**config.mk**
```make
export PLATFORM = sky130hd
export DESIGN_NAME = fwwu_ctrl
export DESIGN_NICKNAME = d
export VERILOG_FILES = /design/src/design/fixed_weight_word_unrank_macros.svh /design/src/design/fwwu_pkg.sv /design/src/design/fwwu_ctrl.sv
export SDC_FILE = /design/constraint.sdc
export NUM_CORES = 1
export LEC_CHECK = 0
export BUFFER_PORTS_ARGS = -buffer_cell sky130_fd_sc_hd__buf_4
export CAP_MARGIN = 40
export CORE_AREA = 2 2 39 41
export CTS_BUF_LIST = sky130_fd_sc_hd__clkbuf_2
export DETAILED_ROUTE_END_ITERATION = 8
export DIE_AREA = 0 0 41 43
export PLACE_DENSITY_LB_ADDON = 0.25
export SYNTH_ARGS = -nofsm -noshare
export SYNTH_HDL_FRONTEND = slang
export SYNTH_SLANG_ARGS = --single-unit
```
**constraint.sdc**
```tcl
create_clock -name clock -period 1.9 [get_ports clock]
set_input_delay 0.19 -clock clock [delete_from_list [all_inputs] [get_ports clock]]
set_output_delay 0.19 -clock clock [all_outputs]
set_load 0.01 [all_outputs]
```
**src/design/fixed_weight_word_unrank_macros.svh**
```systemverilog
// Assertion macros shared by the fixed-weight word unrank design.
`ifndef FIXED_WEIGHT_WORD_UNRANK_MACROS_SVH
`define FIXED_WEIGHT_WORD_UNRANK_MACROS_SVH

// Check a consequence in the same cycle, sampled on clock, off during reset.
`define FWWU_ASSERT_SAME(label, ante, cons, msg) \
   label: assert property (@(posedge clock) disable iff (reset) (ante) |-> (cons)) \
      else $error(msg);

// Check a consequence in the following cycle, sampled on clock, off during reset.
`define FWWU_ASSERT_NEXT(label, ante, cons, msg) \
   label: assert property (@(posedge clock) disable iff (reset) (ante) |=> (cons)) \
      else $error(msg);

`endif

```
**src/design/fwwu_pkg.sv**
```systemverilog
// Shared types and constants for the fixed-weight word unrank block.
`default_nettype none

package fwwu_pkg;

   // Field and table widths
   localparam int MAX_WIDTH_DEF = 31;
   localparam int RANK_W        = 32;
   localparam int WORD_W        = 31;
   localparam int ENTRY_W       = 30;
   localparam int CFG_W         = 5;
   localparam int CSR_IDX_W     = 1;

   // Register indexes and reset values
   localparam logic [CSR_IDX_W-1:0] REG_WORD_WIDTH = 1'b0;
   localparam logic [CSR_IDX_W-1:0] REG_ONES_COUNT = 1'b1;
   localparam logic [CFG_W-1:0]     WORD_WIDTH_RST = 5'd6;
   localparam logic [CFG_W-1:0]     ONES_COUNT_RST = 5'd3;

   // Table read address selection
   localparam logic [1:0] ADDR_RANGE = 2'd0;
   localparam logic [1:0] ADDR_START = 2'd1;
   localparam logic [1:0] ADDR_SCAN  = 2'd2;

   // Commands from controller to datapath
   typedef struct packed {
      logic       fill_step;
      logic       load;
      logic [1:0] addr_sel;
      logic       scan;
      logic       finish_ok;
      logic       finish_err;
   } cmd_type;

   // Status from datapath to controller
   typedef struct packed {
      logic fill_last;
      logic cfg_bad;
      logic rank_ge;
      logic k_zero;
      logic k_one;
   } stat_type;

endpackage

`default_nettype wire

```
**src/design/fwwu_ctrl.sv**
```systemverilog
// Controller state machine for the fixed-weight word unrank block.
`default_nettype none

module fwwu_ctrl (
   input  logic               clock,
   input  logic               reset,
   input  logic               start,
   output logic               busy,
   output fwwu_pkg::cmd_type  cmd,
   input  fwwu_pkg::stat_type stat
);
   import fwwu_pkg::*;

   localparam logic [1:0] ST_FILL  = 2'd0;
   localparam logic [1:0] ST_IDLE  = 2'd1;
   localparam logic [1:0] ST_RANGE = 2'd2;
   localparam logic [1:0] ST_SCAN  = 2'd3;

   logic [1:0] state_ff;
   logic [1:0] state_in;

   // Sequence table fill, range check and row scan
   always_comb begin
      cmd          = '0;
      cmd.addr_sel = ADDR_RANGE;
      state_in     = state_ff;
      unique case (state_ff)
         ST_FILL: begin
            cmd.fill_step = 1'b1;
            if (stat.fill_last) begin
               state_in = ST_IDLE;
            end
         end
         ST_IDLE: begin
            if (start) begin
               if (stat.cfg_bad) begin
                  cmd.finish_err = 1'b1;
               end else begin
                  cmd.load = 1'b1;
                  state_in = ST_RANGE;
               end
            end
         end
         ST_RANGE: begin
            cmd.addr_sel = ADDR_START;
            if (stat.rank_ge) begin
               cmd.finish_err = 1'b1;
               state_in       = ST_IDLE;
            end else if (stat.k_zero) begin
               cmd.finish_ok = 1'b1;
               state_in      = ST_IDLE;
            end else begin
               state_in = ST_SCAN;
            end
         end
         ST_SCAN: begin
            cmd.scan     = 1'b1;
            cmd.addr_sel = ADDR_SCAN;
            if (stat.rank_ge && stat.k_one) begin
               cmd.finish_ok = 1'b1;
               state_in      = ST_IDLE;
            end
         end
      endcase
   end

   // Hold state
   always_ff @(posedge clock) begin
      if (reset) begin
         state_ff <= ST_FILL;
      end else begin
         state_ff <= state_in;
      end
   end

   assign busy = (state_ff != ST_IDLE);

endmodule

`default_nettype wire

```
Yosys cells after proc, flatten, opt, wreduce, memory -nomap -nowiden

Index checks and enable logic that the tools add are counted.

Add/subtract/negate cells: 0
Multipliers: 0
Div/mod/pow operators: 0
$lt $le $gt $ge: 0
Eq/ne operators: 8
Shifts and indexed selects: 0
Muxes and demuxes: 21
Bitwise gates (word level): 0
Reductions and logical operators: 3

Operator list:

| kind                                                                    | number |
|---|---|
| 2-bit 2-to-1 mux                                                        | 6 |
| 1-bit 2-to-1 mux                                                        | 11 |
| 2-bit inequality test, second input constant                            | 4 |
| 2-bit case mux with 4 select lines                                      | 1 |
| 2-bit equality test, second input constant                              | 2 |
| 1-bit case mux with 2 select lines                                      | 2 |
| 2-bit case mux with 2 select lines                                      | 1 |
| 4-bit AND reduction                                                     | 1 |
| 2-bit by 1-bit equality test with 1-bit output, second input constant   | 1 |
| 2-bit logical NOT                                                       | 1 |
| 2-bit by 1-bit inequality test with 1-bit output, second input constant | 1 |
| 1-bit logical AND                                                       | 1 |

Bits in registers: 2
Bits in latches: 0
Memory bits (writable): 0
ROM bits: 0
Output and inout port bits: 8
Word-level logic and storage cells: 33
Memories: 0

Logic depth before layout (Yosys ltp)

Gate-level depths: netlist of run 1.

Depth after elaboration: 3
Depth in mapped cells: 5
Depth with buffers taken out: 5

Least setup slack after synthesis of run 1

Ideal clock, no wire load.

Path type: register to register
Start point: register state_ff[0]
End point: register state_ff[0]
Setup time: 0.121 ns
Arrival time: 1.472 ns
Required time: 1.779 ns
Setup slack: 0.307 ns
Stages on the path, launching flop included: 6
Path buffers: 0
Clock period less this slack: 1.593 ns
Cell sequence: dfxtp_1 -> inv_1 -> ha_1 -> nor2b_1 -> a2111oi_4 -> mux2_4

Word-level cells in the longest chain between the ends: 3
Elaborated cells on any way between the ends: 10
Classes of those cells: 7 x eq/ne; 1 x mux; 2 x reduce/logical

RTL lines:

| item                                        | line            | RTL |
|---|---|---|
| start, declared                             | fwwu_ctrl.sv:19 | `logic [1:0] state_ff;` |
| start signal, assigned                      | fwwu_ctrl.sv:72 | `state_ff <= state_in;` |
| 2-bit equality test (tied with other cells) | fwwu_ctrl.sv:27 | `unique case (state_ff)` |
| 2-bit inequality test (no source line)      | --              |  |
| 4-bit AND reduction (no source line)        | --              |  |

Several ways; a longest one is shown, not always the timed one.
A chain may end at the register's enable or synchronous reset.

Worst setup path after layout of run 1

Ends and elaborated chain as after synthesis.

==> impl_metrics.tcl, run 1 <==
set metrics [dict create \
    status "complete, no violations" \
    post-cts-setup-buffer-count 0 \
    cts_max_path_buffers 2 \
    chipHeight_um 43 \
    crit_start "state_ff[0]" \
    multiInputGateArea_um2 211 \
    endpoint "state_ff[0]" \
    synth.largest_area_cell "ha_1" \
    worst_pin_slew_ns 0.335 \
    maxCapViolCount 0 \
    yosysWarnings 0 \
    synthTopCellsByArea "ha_1 23%, dfxtp_1 15%, a2111oi_4 10%" \
    worstPathArrival_ns 1.71 \
    insertion_delay_ns 0.19 \
    root_buffer "clkbuf_2" \
    r2r-start "state_ff[0]" \
    synth_cells 30 \
    grt_usage_pct 7.53 \
    min_period_ns 1.64 \
    ys_ff_latch 2 \
    p_leak_nw 0.192 \
    hold_path_class "in2reg" \
    globalplace.congestion 0.674 \
    timing.final.crit_share_pct 86.3 \
    ir_drop_uv 469 \
    syn-num-nets 43 \
    route.detailed.drc 0 \
    cp-end-kind "register" \
    fillerInstances 161 \
    num_vias 256 \
    hold_violations 0 \
    rr_worst_depth 5 \
    clock_sinks 2 \
    reg2reg_to "state_ff[0]" \
    drt_iter0_drc 2 \
    clk_pin_slew_ns 0.03 \
    largest_reg_flops 2 \
    p_per_area_nw_per_um2 990 \
    cts_hold_buf 0 \
    fin_setup_tns_ns 0 \
    regArea_um2 40.0 \
    first_pass_iters 2 \
    syn_to_final_growth_pct 51.9 \
    io_pins 16 \
    cts_buffers 3 \
    cts.repair.resized 0 \
    top_register "state_ff" \
    final_nets 62 \
    start_kind "register" \
    grt_antenna_before_repair 0 \
    start_util_pct 19.5 \
    slew_headroom_pct 77.6 \
    final_util_pct 29.7 \
    ant_nets 0 \
    hold_start "reset" \
    dieWidth_um 41 \
    grt-ovfl-total 0 \
    synth_top_area_share_pct 23.1 \
    io_buffers 15 \
    crit_chain "inv_1 > ha_1 > nor2b_1 > a2111oi_4 > mux2_4" \
    synthDistinctLibCells 17 \
    cp.required_ns 1.97 \
    wirelength_um 574 \
    rrSetupSlack_ns 0.26 \
    reg_top3 "state_ff x2" \
    antenna_cells 0 \
    finalClockSkew_ns 0.00351 \
    cts_tree "built" \
    grt_max_degree 6 \
    grt_pass1_wl_um 890 \
    max_freq_mhz 610 \
    num_rows 14 \
    slowest_stage "dfxtp_1" \
    min_path_cells 3 \
    grt_pass1_vias 244 \
    finalSetupViolCount 0 \
    netlist_area_um2 270 \
    worstSetupPathType "reg2reg" \
    htreeDepth 1 \
    routedWlPerCell_um 9.11 \
    crit_fanout 4 \
    post_drt_via_cell_ratio 4.06 \
    cpPeakStageDelay_ns 0.38 \
    syn_avg_cell_area_um2 9.01 \
    drive_gt1_share_pct 44.7 \
    rsz0062_at_grt "no" \
    die_area_um2 1760 \
    ys_seq_area_share_pct 14.8 \
    core-area_um2 1380 \
    maxSlewViolCount 0 \
]
==> worst max-delay path, delay by kind of cell, from the launching register on <==
family	cells	cell delay, ns
adders and majority gates	1	0.21
muxes	1	0.33
buffers and inverters	1	0.10
and+or+nand+nor	1	0.15
DFF	1	0.38
AOI/OAI and AO/OA	1	0.34
==> routing by layer <==
metal	up-vias	global-route usage (%)	share of wire, %
li1	135	-	-
met1	112	9.32	43
met2	9	10.6	49
met3	0	1.57	8.7
met4	0	6.00	0
met5	-	0	0
==> per-stage QoR <==
stage	area (um2)	worst slack (ns)	power (mW)	hold WS (ns)	std cells
2_1_floorplan	270	0.307	0.261	0.370	30
3_3_place_gp	395	0.235	0.350	0.497	60
3_5_place_dp	395	0.242	0.347	0.506	60
4_1_cts	410	0.231	0.421	0.296	63
5_1_grt	410	0.158	0.452	0.327	63
6_report	410	0.260	0.406	0.308	63
==> layout by cell type, fill, tap and decap left out <==
cell type	count
nand3_1	1
nand2_1	2
nor2_1	3
buf_4	15
nor2b_1	3
clkbuf_2	3
mux2_4	1
o21ai_0	2
nand2b_1	1
dfxtp_1	2
nor2b_4	1
a2111oi_4	1
a21boi_1	1
mux2i_1	1
a32oi_1	1
ha_1	5
inv_1	3
nor3b_1	1
==> cell families (layout without fill, tap and decap cells) <==
| family | count (synthesis) | after routing | share of synthesized area (%) |
|---|---|---|---|
| AOI/OAI and AO/OA | 5 | 5 | 19.9 |
| adders and majority gates | 5 | 5 | 23.1 |
| buffers and inverters | 4 | 21 | 6.95 |
| DFF | 2 | 2 | 14.8 |
| muxes | 2 | 2 | 9.26 |
| and+or+nand+nor | 12 | 12 | 25.9 |
==> power breakdown <==
group          switching, mW  internal, mW  total (mW)
Clock                 0.0235        0.0420      0.0655
Combinational          0.116         0.153       0.269
Sequential            0.0161        0.0561      0.0722
Total                  0.156         0.251       0.406
==> cells in the mapped netlist, drive strengths merged <==
library cell  number
ha                 5
mux2               1
a32oi              1
nor2b              4
buf                1
nand3              1
nand2b             1
a2111oi            1
nor2               3
inv                3
nand2              2
o21ai              2
mux2i              1
a21boi             1
nor3b              1
dfxtp              2
==> cell type report <==
type	instances	share of cell area (%)
Tap cell	16	4.88
Sequential cell	2	9.76
Inverter	3	2.74
Multi-Input combinational cell	24	51.5
Timing Repair Buffer	15	27.4
Clock buffer	3	3.66
==> how the worst min path moves through the flow <==
| stage | end | slack [ns] |
|---|---|---|
| floorplan | state_ff[1] | 0.37 |
| CTS | state_ff[1] | 0.30 |
| global route | state_ff[1] | 0.33 |
| finish | state_ff[1] | 0.31 |
| global placement | state_ff[1] | 0.50 |
| detailed placement | state_ff[1] | 0.51 |
Note: power is estimated with default switching activity, not from simulation.
==> run 2: changes to the inputs <==
--- a/config.mk
+++ b/config.mk
@@ -12,6 +12,7 @@
 export DETAILED_ROUTE_END_ITERATION = 8
 export DIE_AREA = 0 0 41 43
 export PLACE_DENSITY_LB_ADDON = 0.25
+export RECOVER_POWER = 100
 export SYNTH_ARGS = -nofsm -noshare
 export SYNTH_HDL_FRONTEND = slang
 export SYNTH_SLANG_ARGS = --single-unit
==> constraint.sdc (replaced) <==
create_clock -name clock -period 1.66 [get_ports clock]
set_input_delay 0.166 -clock clock [delete_from_list [all_inputs] [get_ports clock]]
set_output_delay 0.166 -clock clock [all_outputs]
set_load 0.01 [all_outputs]
==> run 2 against run 1 <==
  * Sequential share of layout area is 0.18 points higher
  * Combinational power is 32% higher
  * First-iteration DRC count is 100% lower
  * Critical path depth stayed put
  * Sequential cell count stayed put
  * Highest routed layer is now met4
  * Maximum frequency is 5.8% higher
  * Clock power is 12% higher
  * Utilization is 0.36 points higher
  * Critical path type unchanged
==> impl_metrics.tcl, run 2 (synthesized netlist as in run 1, its figures left out) <==
set metrics [dict create \
    rrSetupSlack_ns 0.11 \
    p_leak_nw 0.182 \
    status "complete, no violations" \
    finalClockSkew_ns 0.00307 \
    route.detailed.drc 0 \
    final_util_pct 30.0 \
    hold_start "reset" \
    start_kind "register" \
    slew_headroom_pct 78.7 \
    worstPathArrival_ns 1.62 \
    die_area_um2 1760 \
    start_util_pct 19.5 \
    routedWlPerCell_um 9.03 \
    root_buffer "clkbuf_2" \
    drt_iter0_drc 0 \
    fillerInstances 163 \
    cts_tree "built" \
    min_period_ns 1.55 \
    io_pins 16 \
    dpl.cell_count 64 \
    crit_chain "inv_1 > ha_1 > nor2b_4 > a2111oi_4 > mux2_4" \
    reg_top3 "state_ff x2" \
    globalplace.congestion 0.695 \
    first_pass_iters 1 \
    p_per_area_nw_per_um2 1230 \
    post_drt_via_cell_ratio 4.24 \
    insertion_delay_ns 0.19 \
    fin_setup_tns_ns 0 \
    ir_drop_uv 429 \
    timing.final.crit_share_pct 93.4 \
    r2r-start "state_ff[1]" \
    post-cts-setup-buffer-count 0 \
    rr_worst_depth 5 \
    cp.required_ns 1.73 \
    final_nets 66 \
    chipHeight_um 43 \
    stdcell_count 67 \
    htreeDepth 1 \
    largest_reg_flops 2 \
    ant_nets 0 \
    max_freq_mhz 645 \
    num_vias 284 \
    slowest_stage "a2111oi_4" \
    grt_pass1_vias 236 \
    cts_buffers 3 \
    syn_to_final_growth_pct 53.7 \
    cpPeakStageDelay_ns 0.37 \
    maxCapViolCount 0 \
    core-area_um2 1380 \
    finalSetupViolCount 0 \
    io_buffers 15 \
    most-common-layout-cells "12 x buf_4, 7 x clkbuf_1, 5 x ha_1" \
    grt_max_degree 6 \
    hold_violations 0 \
    cts_max_path_buffers 2 \
    hpwl_um 541 \
    cp-end-kind "register" \
    cp_num_cells 5 \
    crit_start "state_ff[1]" \
    hold_path_class "in2reg" \
    antenna_cells 0 \
    drive_gt1_share_pct 37.3 \
    clk_pin_slew_ns 0.03 \
    grt_pass1_wl_um 910 \
    grt-ovfl-total 0 \
    reg2reg_to "state_ff[0]" \
    dieWidth_um 41 \
    clock_sinks 2 \
    worstSetupPathType "reg2reg" \
    grt_antenna_before_repair 0 \
    critPathTopFamily "compound AO/OA/AOI/OAI gates" \
    top_register "state_ff" \
    rsz0062_at_grt "no" \
    crit_fanout 3 \
    cts_hold_buf 0 \
    wirelength_um 605 \
    crit_buf_inv 1 \
    grt_usage_pct 8.32 \
    maxSlewViolCount 0 \
    worst_pin_slew_ns 0.320 \
    num_rows 14 \
    final_common_cell "buf_4" \
    endpoint "state_ff[0]" \
]
==> run 2: cell count changes in the layout (fill, tap and decap cells not counted), sizes merged <==
cell and change:
buf -3, clkbuf +7
==> run 2: worst min-delay path by stage <==
stage / cells past startpoint / endpoint / slack, ns
after floorplan: 2 / state_ff[1] / 0.35
after global placement: 3 / state_ff[1] / 0.46
after detailed placement: 3 / state_ff[1] / 0.47
after CTS: 3 / state_ff[1] / 0.26
after global routing: 3 / state_ff[1] / 0.30
final: 3 / state_ff[1] / 0.27
==> run 2: timing repair <==
| item | in CTS | in global routing |
|---|---|---|
| gates resized for setup | 0 | 1 |
| setup endpoints to repair | 0 | 1 |
| endpoints found under the hold margin | 0 | 0 |
==> run 2: power breakdown <==
part	switching (mW)	total, mW	internal [mW]
logic	0.150	0.354	0.204
clock network	0.0259	0.0735	0.0476
registers	0.0148	0.0819	0.0671
==> run 2: final cells by class <==
cell class                 instances  area (um2)  share of cell area [%]
inverter                           3        11.3                    2.71
tap                               16        20.0                    4.82
sequential                         2        41.3                    9.94
timing repair buffer              19         116                    28.0
multi-input combinational         24         211                    50.9
clock buffer                       3        15.0                    3.61
==> run 2: metal layers <==
metal  routed length [um]  GRT usage (%)
met5                    0              0
met4                   13           6.00
met3                   56           4.71
met2                  280           11.6
met1                  255           8.97
==> run 2: worst register-to-register path: stages (launching register included) <==
cell       delay [ns]
dfxtp_1          0.32
inv_1            0.07
ha_1             0.21
nor2b_4          0.14
a2111oi_4        0.37
mux2_4           0.33
==> run 2: through the flow <==
| stage | power, mW | setup WS, ns | hold slack, ns | area [um2] |
|---|---|---|---|---|
| 2_1_floorplan | 0.299 | 0.0672 | 0.346 | 270 |
| 3_3_place_gp | 0.460 | 0.0935 | 0.463 | 425 |
| 3_5_place_dp | 0.461 | 0.0860 | 0.467 | 425 |
| 4_1_cts | 0.539 | 0.0728 | 0.262 | 440 |
| 5_1_grt | 0.558 | 0.0377 | 0.300 | 415 |
| 6_report | 0.509 | 0.109 | 0.267 | 415 |
==> run 3: changes to the inputs <==
--- a/config.mk
+++ b/config.mk
@@ -7,6 +7,8 @@
 export LEC_CHECK = 0
 export BUFFER_PORTS_ARGS = -buffer_cell sky130_fd_sc_hd__buf_4
 export CAP_MARGIN = 40
+export CELL_PAD_IN_SITES_DETAIL_PLACEMENT = 1
+export CELL_PAD_IN_SITES_GLOBAL_PLACEMENT = 1
 export CORE_AREA = 2 2 39 41
 export CTS_BUF_LIST = sky130_fd_sc_hd__clkbuf_2
 export DETAILED_ROUTE_END_ITERATION = 8
==> run 3 against run 2 <==
  * Cell area fell by 0.90%
  * Setup slack got worse by 0.0011 ns
  * Largest power group unchanged
  * Combinational power fell by 3%
  * Hold slack improved by 0.016 ns
==> impl_metrics.tcl, run 3 (synthesized netlist as in run 1, its figures left out) <==
set metrics [dict create \
    clock_sinks 2 \
    largest_reg_flops 2 \
    io_pins 16 \
    globalplace.congestion 0.720 \
    core-area_um2 1380 \
    cts.repair.resized 0 \
    start_util_pct 19.5 \
    first_pass_iters 1 \
    clk_pin_slew_ns 0.03 \
    cts_hold_buf 0 \
    cp.required_ns 1.74 \
    routedWlPerCell_um 9.97 \
    grt_pass1_vias 257 \
    die_area_um2 1760 \
    syn_to_final_growth_pct 52.3 \
    cts_tree "built" \
    chipHeight_um 43 \
    hpwl_um 591 \
    rsz0062_at_grt "no" \
    fillerInstances 180 \
    use_met2_pct 15.0 \
    worst_pin_slew_ns 0.289 \
    io_buffers 15 \
    route.detailed.drc 0 \
    design_area_um2 412 \
    grt_max_degree 6 \
    drt_iter0_drc 0 \
    place_area_um2 425 \
    root_buffer "clkbuf_2" \
    htreeDepth 1 \
    p_leak_nw 0.180 \
    worstPathArrival_ns 1.63 \
    crit_chain "inv_1 > ha_1 > nor2b_4 > a2111oi_4 > mux2_1" \
    gr-usage-met3_pct 4.71 \
    antenna_cells 0 \
    finalClockSkew_ns 0.00824 \
    finalSetupViolCount 0 \
    maxSlewViolCount 0 \
    post_drt_via_cell_ratio 4.01 \
    status "complete, no violations" \
    worstSetupPathType "reg2reg" \
    grt_usage_pct 9.02 \
    grt-ovfl-total 0 \
    start_kind "register" \
    slew_headroom_pct 80.7 \
    critPathTopFamily "multiplexers" \
    hold_violations 0 \
    dieWidth_um 41 \
    reg_top3 "state_ff x2" \
    insertion_delay_ns 0.20 \
    final_common_cell "buf_4" \
    grt_antenna_before_repair 0 \
    num_rows 14 \
    timing.final.crit_share_pct 93.5 \
    ir_drop_uv 473 \
    most-common-layout-cells "12 x buf_4, 7 x clkbuf_1, 5 x ha_1" \
    grt_use_met1_pct 8.63 \
    crit_fanout 3 \
    fin_setup_tns_ns 0 \
    min_period_ns 1.55 \
    cpPeakStageDelay_ns 0.35 \
    p_per_area_nw_per_um2 1220 \
    final_nets 66 \
    crit_buf_inv 1 \
    num_vias 269 \
    wirelength_um 668 \
    post-cts-setup-buffer-count 0 \
    grt_busiest_layer "met2" \
    maxCapViolCount 0 \
    slowest_stage "mux2_1" \
    max_freq_mhz 644 \
    cp-end-kind "register" \
    cts_buffers 3 \
    ant_nets 0 \
    cts_max_path_buffers 2 \
    grt_pass1_wl_mm 1.01 \
    hold_path_class "in2reg" \
    top_register "state_ff" \
    drive_gt1_share_pct 35.3 \
]
run 3: final timing paths:
| path | to | cells after the start | start | slack (ns) |
|---|---|---|---|---|
| max | state_ff[0] | 5 | state_ff[1] | 0.11 |
| min | state_ff[1] | 3 | reset | 0.28 |
| max reg2reg | state_ff[0] | 5 | state_ff[1] | 0.11 |
| min reg2reg | state_ff[1] | 3 | state_ff[1] | 0.61 |
run 3: routing by layer:
layer | wire length [um] | vias to the layer above | part of all wire [%]
met3 | 39 | 0 | 5.8
met1 | 271 | 119 | 41
met5 | 0 | - | 0
met2 | 357 | 7 | 53
met4 | 0 | 0 | 0
li1 | - | 143 | -
run 3: per-stage QoR:
step	utilization (%)	hold WS, ns	std cells	setup slack (ns)	total power, mW
after CTS	31.8	0.273	67	0.0501	0.548
after global placement	30.7	0.479	64	0.0736	0.465
after detailed placement	30.7	0.487	64	0.0620	0.462
after global routing	29.7	0.295	67	0.0292	0.547
final	29.7	0.283	67	0.108	0.502
after floorplan	-	0.346	30	0.0672	0.299
run 3: layout make-up:
| class | count | area [um2] | area share [%] |
|---|---|---|---|
| well taps | 16 | 20.0 | 4.86 |
| flip-flops and latches | 2 | 41.3 | 10.0 |
| multi-input cells | 24 | 208 | 50.5 |
| inverters | 3 | 11.3 | 2.74 |
| clock buffers | 3 | 15.0 | 3.65 |
| repair buffers | 19 | 116 | 28.3 |
run 3: where the power goes:
part	switching (mW)	internal, mW
clock	0.0288	0.0480
sequential	0.0165	0.0670
combinational	0.149	0.193
run 3: worst reg2reg max path: stages, from the launching register on:
cell       delay, ns
dfxtp_1         0.31
inv_1           0.07
ha_1            0.22
nor2b_4         0.14
a2111oi_4       0.34
mux2_1          0.35
